## config.mk

```make
export PLATFORM = sky130hd
export DESIGN_NAME = scalar_literal_classifier
export DESIGN_NICKNAME = d
export VERILOG_FILES = /design/src/design/slc_pkg.sv /design/src/design/slc_step.sv /design/src/design/scalar_literal_classifier.sv
export SDC_FILE = /design/constraint.sdc
export NUM_CORES = 1
export LEC_CHECK = 0
export ABC_AREA = 1
export ABC_CLOCK_PERIOD_IN_PS = 4100
export BUFFER_PORTS_ARGS = -buffer_cell sky130_fd_sc_hd__buf_4
export CORE_UTILIZATION = 55
export DETAILED_ROUTE_END_ITERATION = 10
export PLACE_DENSITY = 0.73
export SLEW_MARGIN = 20
export SYNTH_ARGS = -nofsm -noshare
export SYNTH_HDL_FRONTEND = slang
export SYNTH_HIERARCHICAL = 1
export SYNTH_SLANG_ARGS = --single-unit
```

## constraint.sdc

```tcl
create_clock -name clk -period 4.1 [get_ports clk]
set_clock_uncertainty 0.05 [all_clocks]
set_input_delay 0.82 -clock clk [delete_from_list [all_inputs] [get_ports clk]]
set_output_delay 0.82 -clock clk [all_outputs]
set_load 0.02 [all_outputs]
```

## src/design/slc_pkg.sv

```systemverilog
// shared types and constants for the scalar literal classifier
// no dependencies; used by slc_step and scalar_literal_classifier
package slc_pkg;

  localparam int PSEUDO_COUNT = 13;
  localparam int PSEUDO_FLOAT_COUNT = 7;
  localparam int TEXT_SLOTS = 8;

  localparam logic [30:0] INT_LIMIT = 31'h7FFF_FFFF;

  localparam int NF_DOT = 0;
  localparam int NF_EXP = 1;
  localparam int NF_BEFORE = 2;
  localparam int NF_AFTER = 3;
  localparam int NF_SUFFIX = 4;
  localparam int NF_BAD = 5;

  typedef enum logic [2:0] {
    KIND_INVALID = 3'd0,
    KIND_CHAR    = 3'd1,
    KIND_INT     = 3'd2,
    KIND_FLOAT   = 3'd3,
    KIND_FPSEUDO = 3'd4,
    KIND_DPSEUDO = 3'd5
  } kind_t;

  typedef struct packed {
    logic [2:0]              count;
    logic [7:0]              prev;
    logic [30:0]             acc;
    logic                    ovf;
    logic                    all_dig;
    logic [5:0]              flags;
    logic [PSEUDO_COUNT-1:0] match;
  } lit_state_t;

  typedef struct packed {
    kind_t       kind;
    logic [30:0] int_value;
    logic [7:0]  char_value;
    logic        displayable;
    logic        impossible;
  } lit_result_t;

  localparam lit_state_t STATE_CLEAR = '{
    count:   3'd0,
    prev:    8'h00,
    acc:     31'd0,
    ovf:     1'b0,
    all_dig: 1'b1,
    flags:   6'd0,
    match:   {PSEUDO_COUNT{1'b1}}
  };

  // -inff +inff inff nanf NaNf NANf NANF -inf +inf inf nan NaN NAN
  localparam logic [7:0] PSEUDO_TEXT [PSEUDO_COUNT][TEXT_SLOTS] = '{
    '{8'h2D, 8'h69, 8'h6E, 8'h66, 8'h66, 8'h00, 8'h00, 8'h00},
    '{8'h2B, 8'h69, 8'h6E, 8'h66, 8'h66, 8'h00, 8'h00, 8'h00},
    '{8'h69, 8'h6E, 8'h66, 8'h66, 8'h00, 8'h00, 8'h00, 8'h00},
    '{8'h6E, 8'h61, 8'h6E, 8'h66, 8'h00, 8'h00, 8'h00, 8'h00},
    '{8'h4E, 8'h61, 8'h4E, 8'h66, 8'h00, 8'h00, 8'h00, 8'h00},
    '{8'h4E, 8'h41, 8'h4E, 8'h66, 8'h00, 8'h00, 8'h00, 8'h00},
    '{8'h4E, 8'h41, 8'h4E, 8'h46, 8'h00, 8'h00, 8'h00, 8'h00},
    '{8'h2D, 8'h69, 8'h6E, 8'h66, 8'h00, 8'h00, 8'h00, 8'h00},
    '{8'h2B, 8'h69, 8'h6E, 8'h66, 8'h00, 8'h00, 8'h00, 8'h00},
    '{8'h69, 8'h6E, 8'h66, 8'h00, 8'h00, 8'h00, 8'h00, 8'h00},
    '{8'h6E, 8'h61, 8'h6E, 8'h00, 8'h00, 8'h00, 8'h00, 8'h00},
    '{8'h4E, 8'h61, 8'h4E, 8'h00, 8'h00, 8'h00, 8'h00, 8'h00},
    '{8'h4E, 8'h41, 8'h4E, 8'h00, 8'h00, 8'h00, 8'h00, 8'h00}
  };

  localparam logic [3:0] PSEUDO_LEN [PSEUDO_COUNT] = '{
    4'd5, 4'd5, 4'd4, 4'd4, 4'd4, 4'd4, 4'd4,
    4'd4, 4'd4, 4'd3, 4'd3, 4'd3, 4'd3
  };

endpackage

```

## src/design/slc_step.sv

```systemverilog
// per-character update of the literal state and classification of the literal
// depends on slc_pkg
module slc_step (
  input  logic [7:0]          ch,
  input  logic                last,
  input  slc_pkg::lit_state_t st,
  output slc_pkg::lit_state_t st_nxt,
  output slc_pkg::lit_result_t res
);
  import slc_pkg::*;

  localparam logic [7:0] CH_DOT   = 8'h2E;
  localparam logic [7:0] CH_PLUS  = 8'h2B;
  localparam logic [7:0] CH_MINUS = 8'h2D;
  localparam logic [7:0] CH_E_LO  = 8'h65;
  localparam logic [7:0] CH_E_UP  = 8'h45;
  localparam logic [7:0] CH_F_LO  = 8'h66;
  localparam logic [7:0] CH_F_UP  = 8'h46;

  lit_state_t  upd;
  logic        dig;
  logic [2:0]  pos;
  logic [3:0]  pos1;
  logic [34:0] sum;
  logic [5:0]  f;
  logic        found;

  always_comb begin
    pos   = st.count;
    pos1  = {1'b0, pos} + 4'd1;
    dig   = ch inside {[8'h30:8'h39]};
    upd   = st;
    found = 1'b0;
    res   = '{kind: KIND_INVALID, int_value: 31'd0, char_value: 8'h00,
              displayable: 1'b0, impossible: 1'b0};

    // decimal accumulation
    sum = {1'b0, st.acc, 3'b000} + {3'b000, st.acc, 1'b0} + {31'd0, ch[3:0]};
    if (!dig) begin
      upd.all_dig = 1'b0;
    end else if (st.all_dig && !st.ovf) begin
      if (sum > {4'd0, INT_LIMIT}) begin
        upd.ovf = 1'b1;
      end else begin
        upd.acc = sum[30:0];
      end
    end

    // float form tracking
    f = st.flags;
    if (f[NF_SUFFIX]) begin
      f[NF_BAD] = 1'b1;
    end else if (dig) begin
      if (f[NF_EXP]) f[NF_AFTER] = 1'b1;
      else f[NF_BEFORE] = 1'b1;
    end else if (ch == CH_DOT) begin
      if (f[NF_DOT] || f[NF_EXP]) f[NF_BAD] = 1'b1;
      else f[NF_DOT] = 1'b1;
    end else if (ch == CH_E_LO || ch == CH_E_UP) begin
      if (f[NF_EXP] || !f[NF_BEFORE]) f[NF_BAD] = 1'b1;
      else f[NF_EXP] = 1'b1;
    end else if (ch == CH_PLUS || ch == CH_MINUS) begin
      if (pos != 3'd0 && st.prev != CH_E_LO && st.prev != CH_E_UP) f[NF_BAD] = 1'b1;
    end else if (ch == CH_F_LO || ch == CH_F_UP) begin
      if (!(f[NF_BEFORE] || f[NF_AFTER])) f[NF_BAD] = 1'b1;
      else f[NF_SUFFIX] = 1'b1;
    end else begin
      f[NF_BAD] = 1'b1;
    end
    upd.flags = f;

    // pseudo-literal candidates
    for (int k = 0; k < PSEUDO_COUNT; k++) begin
      if ({1'b0, pos} >= PSEUDO_LEN[k] || PSEUDO_TEXT[k][pos] != ch) begin
        upd.match[k] = 1'b0;
      end
    end

    upd.prev  = ch;
    upd.count = (pos == 3'd7) ? 3'd7 : pos1[2:0];

    // classification
    if (pos == 3'd0 && !dig) begin
      res.kind = KIND_CHAR;
      if (ch inside {[8'h20:8'h7E]}) begin
        res.int_value   = {23'd0, ch};
        res.char_value  = ch;
        res.displayable = 1'b1;
      end else begin
        res.impossible = 1'b1;
      end
    end else if (upd.all_dig) begin
      res.kind = KIND_INT;
      if (upd.ovf) begin
        res.impossible = 1'b1;
      end else begin
        res.int_value   = upd.acc;
        res.char_value  = upd.acc[7:0];
        res.displayable = upd.acc[7:0] inside {[8'h20:8'h7E]};
      end
    end else if (!f[NF_BAD] && (f[NF_EXP] ? (f[NF_BEFORE] && f[NF_AFTER]) : f[NF_BEFORE])) begin
      res.kind = KIND_FLOAT;
    end else begin
      for (int k = 0; k < PSEUDO_COUNT; k++) begin
        if (!found && upd.match[k] && PSEUDO_LEN[k] == pos1) begin
          found          = 1'b1;
          res.kind       = (k < PSEUDO_FLOAT_COUNT) ? KIND_FPSEUDO : KIND_DPSEUDO;
          res.impossible = 1'b1;
        end
      end
    end

    st_nxt = last ? STATE_CLEAR : upd;
  end

endmodule

```

## src/design/scalar_literal_classifier.sv

```systemverilog
// top level of the scalar literal classifier: input register, state, result register
// depends on slc_pkg and slc_step
//
// A literal arrives one byte per request, with in_last on its final byte; exactly one
// result follows each literal, loaded into the result register when the final byte
// leaves the input register. Unless in_stall holds the input, one byte is accepted
// every cycle: the per-literal state (digit accumulator, float form flags, pseudo-literal
// candidates) updates in combinational logic between the input register and the
// result register, and the result register lets a new byte in while a result waits.
// in_stall rises only when a final byte must wait for an occupied, stalled result.
module scalar_literal_classifier (
  input  logic               clk,
  input  logic               rst_n,
  input  logic               in_valid,
  output logic               in_stall,
  input  logic [7:0]         in_ch,
  input  logic               in_last,
  output logic               out_valid,
  input  logic               out_stall,
  output slc_pkg::kind_t     out_kind,
  output logic [30:0]        out_int_value,
  output logic [7:0]         out_char_value,
  output logic               out_displayable,
  output logic               out_impossible
);
  import slc_pkg::*;

  logic        s1_valid_r;
  logic [7:0]  s1_ch_r;
  logic        s1_last_r;
  logic        s1_go;
  lit_state_t  st_r;
  lit_state_t  st_nxt;
  lit_result_t res_nxt;
  lit_result_t res_r;
  logic        out_valid_r;

  assign s1_go    = s1_valid_r && (!s1_last_r || !out_valid_r || !out_stall);
  assign in_stall = s1_valid_r && !s1_go;

  slc_step u_step (
    .ch     (s1_ch_r),
    .last   (s1_last_r),
    .st     (st_r),
    .st_nxt (st_nxt),
    .res    (res_nxt)
  );

  always_ff @(posedge clk) begin
    if (!rst_n) begin
      s1_valid_r <= 1'b0;
    end else if (!in_stall) begin
      s1_valid_r <= in_valid;
    end
    if (!in_stall) begin
      s1_ch_r   <= in_ch;
      s1_last_r <= in_last;
    end
  end

  always_ff @(posedge clk) begin
    if (!rst_n) begin
      st_r <= STATE_CLEAR;
    end else if (s1_go) begin
      st_r <= st_nxt;
    end
  end

  always_ff @(posedge clk) begin
    if (!rst_n) begin
      out_valid_r <= 1'b0;
    end else if (s1_go && s1_last_r) begin
      out_valid_r <= 1'b1;
    end else if (!out_stall) begin
      out_valid_r <= 1'b0;
    end
    if (s1_go && s1_last_r) begin
      res_r <= res_nxt;
    end
  end

  assign out_valid       = out_valid_r;
  assign out_kind        = res_r.kind;
  assign out_int_value   = res_r.int_value;
  assign out_char_value  = res_r.char_value;
  assign out_displayable = res_r.displayable;
  assign out_impossible  = res_r.impossible;

endmodule

```

# After elaboration in Yosys (flattened, before gate mapping)
# Memory sizes are Yosys's and may differ from the RTL's.
# Cells that the tools add are included.
# totals
in_bits,13
regBits,118
elab_cells,316
mem_count,13
rom_bits,832
# mem_list
memory,words,width,rd,rd_ports_with_merged_regs,write_ports,line_no,rtl
(name not given),8,8,1,0,0,slc_step.sv:74,"if ({1'b0, pos} >= PSEUDO_LEN[k] || PSEUDO_TEXT[k][pos] != ch) begin"
(name not given),8,8,1,0,0,slc_step.sv:74,
(name not given),8,8,1,0,0,slc_step.sv:74,
(name not given),8,8,1,0,0,slc_step.sv:74,
(name not given),8,8,1,0,0,slc_step.sv:74,
(name not given),8,8,1,0,0,slc_step.sv:74,
+7 memories,n/a,n/a,n/a,n/a,n/a,n/a,
# classes
n_eq_ne,30
muxes,157
reduce_logical,83
n_lt_le_gt_ge,11
bitwise,1
addsub,3
# op_table
operator,n
8-bit 2-to-1 mux,26
8-bit != test,13
1-bit 2-to-1 mux,103
40-bit 2-to-1 mux,2
32-bit 2-to-1 mux,2
63-bit 2-to-1 mux,1
3-bit 2-to-1 mux,14
41-bit 2-to-1 mux,1
1-bit logical AND,37
34-bit by 32-bit adder with 35-bit output,1
35-bit by 4-bit adder with 35-bit output,1
"35-bit by 31-bit greater-than comparator with 1-bit output, second input constant",1
"8-bit by 7-bit == test with 1-bit output, second input constant",4
31-bit 2-to-1 mux,1
"8-bit by 6-bit == test with 1-bit output, second input constant",3
"8-bit by 6-bit >= comparator with 1-bit output, second input constant",3
1-bit logical OR,21
1-bit zero test,20
17-bit 2-to-1 mux,1
"8-bit by 7-bit less-or-equal comparator with 1-bit output, second input constant",2
"8-bit by 7-bit != test with 1-bit output, second input constant",2
2-bit 2-to-1 mux,5
"3-bit by 4-bit == test with 1-bit output, first input constant",2
"8-bit by 6-bit less-or-equal comparator with 1-bit output, second input constant",1
15 further kinds,18

# Logic depth before layout (Yosys ltp)
# Gate-level depths: netlist of run 1.
# logic_depth
word_depth,99
depth_mapped,24
mapped_depth_nobuf,24

# Hierarchy
# The synthesis of run 1 kept the hierarchy.
# by_module_without_submodules
module,n_inst,area_each_um2,cells_each,seq_area_each_um2
slc_step,1,4579.4,848,0.0
scalar_literal_classifier,1,4362.9,450,2892.8

# Worst setup path before layout of run 1
# OpenSTA, ideal clock, no wires.
# synth_timing
path_type,reg-to-reg
from,register s1_ch_r[3]
to,register st_r[33] (netlist name)
period_less_slack_ns,3.200
slack_ns,0.900
path_buffers,2
setup_ns,0.064
t_required_ns,3.986
path_stages_with_launch,23
arrival_time_ns,3.086
cell_sequence,edfxtp_1 > fa_1 > inv_1 > fa_1 > inv_1 > nand3_1 > nand3_1 > nand2_1 > nand2_1 > nand2_1 > nand2_1 > a21oi_1 > nand3_2 > nor2_4 > nand2_4 > buf_6 > buf_4 > nand2_1 > a21oi_1 > inv_1 > nand3_1 > nand2_1 > nor2_1
# synth_rtl
item,line_no,rtl
"start, declared",scalar_literal_classifier.sv:29,logic [7:0] s1_ch_r;
"start signal, assigned",scalar_literal_classifier.sv:56,s1_ch_r <= in_ch;
"end signal, assigned",scalar_literal_classifier.sv:65,st_r <= st_nxt;
"end, declared",scalar_literal_classifier.sv:32,lit_state_t st_r;

==> impl_metrics.ini, run 1 <==
[outcome]
status = complete, but fails checks
violations = design-rule violations

[detailed_routing]
viasPerCell = 5.179
wl_per_cell_um = 14.03
ant_nets = 0
dr.pass1.iters = 8
routed_wl_mm = 21.73
initialDrtViolationCount = 578
vias = 8023
drc_errors = 1

[critical_path]
critPathCaptureType = flip-flop
path_common_cell = nand2_1
cp.arrival_ns = 3.97
worst_ep_required_time_ns = 4.41
crit_fanout = 20
slowest_stage = fa_1
path_class = reg -> reg
cpPeakStageDelay_ns = 0.45
path_cells = fa_1 > ha_1 > a21oi_1 > nand2_1 > nand2_1 > nand2_2 > nand2_1 > nand2_2 > nand2_2 > nand2_1 > nand2_1 > nand3_2 > nor2_4 > nand2_4 > buf_4 > nor2_2 > inv_1 > a21oi_1 > inv_1 > nand3_1 > nand2_1 > nor2_1
start_kind = flip-flop

[cts]
numCtsBuffers = 17
h-tree-depth = 4
post_cts_buffers = 0
clock_sinks = 117
clockRootBuffer = clkbuf_16
cts-resized-gates = 0
tritoncts = built
cts_buffer_depth = 2
clk_latency_ns = 0.43
clk_pin_slew_ns = 0.06
ctsHoldBuffers = 0

[synthesis]
syn-cell-area_mm2 = 0.008897
yosysWarningCount = 6
synthCells = 1291
synth.net_count = 1377
synth.avg_cell_area_um2 = 6.892

[final_layout]
syn_to_final_growth_pct = 11.67
multiInputGateArea_mm2 = 0.004935
ff_latch_area_mm2 = 0.002877
nets = 1406
nFillCells = 1478
drive_gt1_share_pct = 11.63
insertedDiodeCount = 0

[power]
irDropWorstVdd_mv = 0.2957
p_leak_nw = 4.822
p_per_area_mw_per_mm2 = 336.7

[timing]
period_minus_slack_ns = 3.660
setup_tns_ns = 0
rsz0062_at_grt = false
maxSlewHeadroom_pct = 42.78
setup_viol = 0
timing.fmax_mhz = 273.2
tightest_slew_ns = 0.8584
slew_viol_final = 0
report.final.hold_viol_count = 0
hold_ws_ns = 0.4080
fin_crit_sh_pct = 89.27

[placed_design]
io_buffers = 58
hpwl_mm = 15.08
routabilityCongestion = 0.9200

[job]
cap_viol_max_count = 0

[die]
rows = 46
dieArea_mm2 = 0.01669
io_pins = 59
die_w_um = 129.2
start_util_pct = 56.21
fp.dieH_um = 129.2
core_area_mm2 = 0.01583

[global_routing]
overflow = 0
grt_pass1_wl_mm = 36.14
grt_max_degree = 111
grt_pass1_vias = 7401
antenna_found_initial = 0
track_usage_pct = 27.86

[hold_path]
hold_path.class = reg -> reg
==> state kept, by name (all words and copies together), names as in the netlist <==
register and flops:
st_r 62, s1_ch_r 8, out_displayable 1, out_char_value 8
s1_last_r 1, out_valid 1, out_impossible 1, s1_valid_r 1
out_kind 3, out_int_value 31
==> placed cells by master (no fill, tap or decap), types with 21 or more instances in the layout <==
cell,n
nor2_1,138
inv_1,188
edfxtp_1,53
xor2_1,22
a21oi_1,107
nand3_1,113
nand2_1,326
ha_1,71
nor2_2,21
buf_4,68
dfxtp_1,63
==> path summary, 6_finish.rpt <==
kind,cells past startpoint,slack (ns),from,to
setup / recovery,22,0.44,s1_ch_r[3],st_r[46]
hold / removal,2,0.41,st_r[5],st_r[5]
setup reg to reg,22,0.44,s1_ch_r[3],st_r[46]
hold reg to reg,2,0.41,st_r[5],st_r[5]
==> metal layers <==
layer / track usage, % / vias up / part of all wire (%) / wire length [um]
met2: 48.17 / 186 / 49 / 10690
li1: - / 4179 / - / -
met4: 10.59 / 0 / 2.0 / 427
met5: 0 / - / 0 / 0
met3: 5.078 / 35 / 4.7 / 1014
met1: 34.45 / 3623 / 44 / 9605
==> through the flow <==
step / std cells / power [mW] / util, % / worst slack [ns] / cell area, um2
4_1_cts: 1549 / 3.362 / 62.74 / 0.4570 / 9931
3_3_place_gp: 1517 / 1.901 / 59.13 / 0.5467 / 9359
3_5_place_dp: 1517 / 1.909 / 59.13 / 0.4779 / 9359
5_1_grt: 1549 / 3.495 / 62.77 / 0.1296 / 9936
6_report: 1549 / 3.345 / 62.77 / 0.4398 / 9936
2_1_floorplan: 1291 / 1.781 / - / 0.9004 / 8897
==> cell type report <==
class | count | area share [%]
well taps | 216 | 2.720
multi-input cells | 917 | 49.67
inverters | 197 | 7.455
clock buffers | 17 | 4.282
repair buffers | 70 | 5.453
clock inverters | 15 | 1.473
flip-flops and latches | 117 | 28.95
==> critical path, delay by kind of cell, from the launching register on <==
kind / cells / cell delay (ns)
buffers and inverters: 3 / 0.41
DFF: 1 / 0.41
adders and majority gates: 2 / 0.83
and+or+nand+nor: 15 / 1.59
AOI/OAI and AO/OA: 2 / 0.33
==> power breakdown <==
part | switching (mW) | internal [mW]
combinational | 0.352 | 0.205
clock | 0.601 | 0.848
sequential | 0.0645 | 1.27
Power figures use the tool's default switching activity.
==> run 2, diff against run 1 <==
- ABC_AREA: 1 -> unset
- RECOVER_POWER: unset -> 25
==> impl_metrics.ini, run 2 <==
[outcome]
status = complete, but fails checks
violations = max-capacitance violations, max-slew violations

[synthesis]
syn-cell-area_mm2 = 0.008979
synth.avg_cell_area_um2 = 8.667
synthCells = 1036
yosysWarningCount = 6
synth.net_count = 1122

[placed_design]
place_inst = 1255
hpwl_mm = 14.80
routabilityCongestion = 0.9307
io_buffers = 58
postPlaceCellArea_mm2 = 0.009353
dp_slack_ns = 0.1015

[die]
rows = 46
dieArea_mm2 = 0.01684
io_pins = 59
fp.dieH_um = 129.8
die_w_um = 129.8
core_area_mm2 = 0.01589
start_util_pct = 56.52

[job]
cap_viol_max_count = 1

[global_routing]
overflow = 0
grt_max_degree = 105
grt_pass1_vias = 6884
antenna_found_initial = 0
track_usage_pct = 26.62
grt_pass1_wl_mm = 34.87

[critical_path]
path_common_cell = fa_1
crit_fanout = 16
cp.arrival_ns = 4.12
path_class = reg -> reg
path_cells = fa_1 > inv_1 > fa_1 > nand2b_1 > a21o_1 > a21oi_1 > a221oi_4 > a21o_4 > a211o_4 > and4_4 > nand2_8 > mux2_2 > nand2_1 > mux2i_1
start_kind = flip-flop
worst_ep_required_time_ns = 4.34
cpPeakStageDelay_ns = 0.58
critPathCaptureType = flip-flop
slowest_stage = fa_1

[cts]
cts_buffer_depth = 2
numCtsBuffers = 17
h-tree-depth = 4
clk_latency_ns = 0.43
clockRootBuffer = clkbuf_16
clk_pin_slew_ns = 0.05
ctsHoldBuffers = 0
tritoncts = built
clock_sinks = 117

[final_layout]
drive_gt1_share_pct = 12.92
syn_to_final_growth_pct = 10.30
final_area_mm2 = 0.009903
mostFrequentLayoutCell = nand2_1
nFillCells = 1453
insertedDiodeCount = 0
layout_common_cells = nand2_1 (171), nor2_1 (94), ha_1 (71), dfxtp_1 (64)
nets = 1149
largest_reg_flops = 62
top_register = st_r
layoutNonFillerInstCount = 1292

[timing]
slew_viol_final = 41
setup_viol = 0
fin_ws_ns = 0.2159
maxSlewHeadroom_pct = -28.40
timing.fmax_mhz = 257.5
tightest_slew_ns = 1.926
fin_crit_sh_pct = 94.73
report.final.hold_viol_count = 0
period_minus_slack_ns = 3.884
hold_ws_ns = 0.4134

[detailed_routing]
met2_length_mm = 9.404
routed.top_layer = met4
vias = 7659
initialDrtViolationCount = 694
wl_met1_mm = 10.41
dr.pass1.iters = 5
ant_nets = 0
viasPerCell = 5.928
drc_errors = 0
wl_met3_mm = 1.545
wl_per_cell_um = 16.83
routed_wl_mm = 21.75

[power]
p_leak_nw = 3.947
irDropWorstVdd_mv = 0.3000
p_per_area_mw_per_mm2 = 302.9

[hold_path]
hold_path.class = reg -> reg
==> run 2: worst paths after layout <==
kind | endpoint | slack, ns | from | cells past startpoint
worst min register to register | st_r[59] | 0.41 | st_r[59] | 2
worst min-delay path | st_r[59] | 0.41 | st_r[59] | 2
worst max-delay path | st_r[33] | 0.22 | s1_ch_r[3] | 14
worst max register to register | st_r[33] | 0.22 | s1_ch_r[3] | 14
==> run 2: area by class of cell <==
class	count	area, um2	share of cell area, %
repair buffers	79	503.0	5.079
multi-input cells	818	5557	56.11
clock inverters	11	96.34	0.9728
clock buffers	21	491.7	4.965
flip-flops and latches	117	2873	29.01
inverters	30	112.6	1.137
well taps	216	270.3	2.729
==> run 2: timing repair <==
| action | CTS | global route |
|---|---|---|
| setup buffers | 0 | 4 |
| gates resized for setup | 0 | 5 |
| endpoints found under the setup margin | 0 | 36 |
==> run 2: power by group <==
part           internal, mW  switching, mW
clock                 0.914          0.550
sequential             1.25         0.0293
combinational        0.0911          0.163
==> run 2: layer usage <==
metal  up-vias  GRT usage [%]
met1      3595          37.86
met2       279          39.89
met5         -              0
met3        35          5.576
li1       3750              -
met4         0          9.302
==> run 2: per-stage QoR <==
stage | TNS (ns) | utilization [%] | power, mW
detailed placement | 0 | 58.88 | 1.561
finish | 0 | 62.34 | 3.000
floorplan | 0 | - | 1.501
global route | -0.01295 | 62.34 | 3.088
CTS | 0 | 62.58 | 3.020
global placement | 0 | 58.88 | 1.557
==> run 2: critical path, delay by kind of cell (launching register included) <==
family,cells,cell delay (ns)
simple gates,4,0.62
buf+inv,1,0.07
fa+ha+maj,2,1.03
compound gates,5,1.13
mux,2,0.43
flops,1,0.41
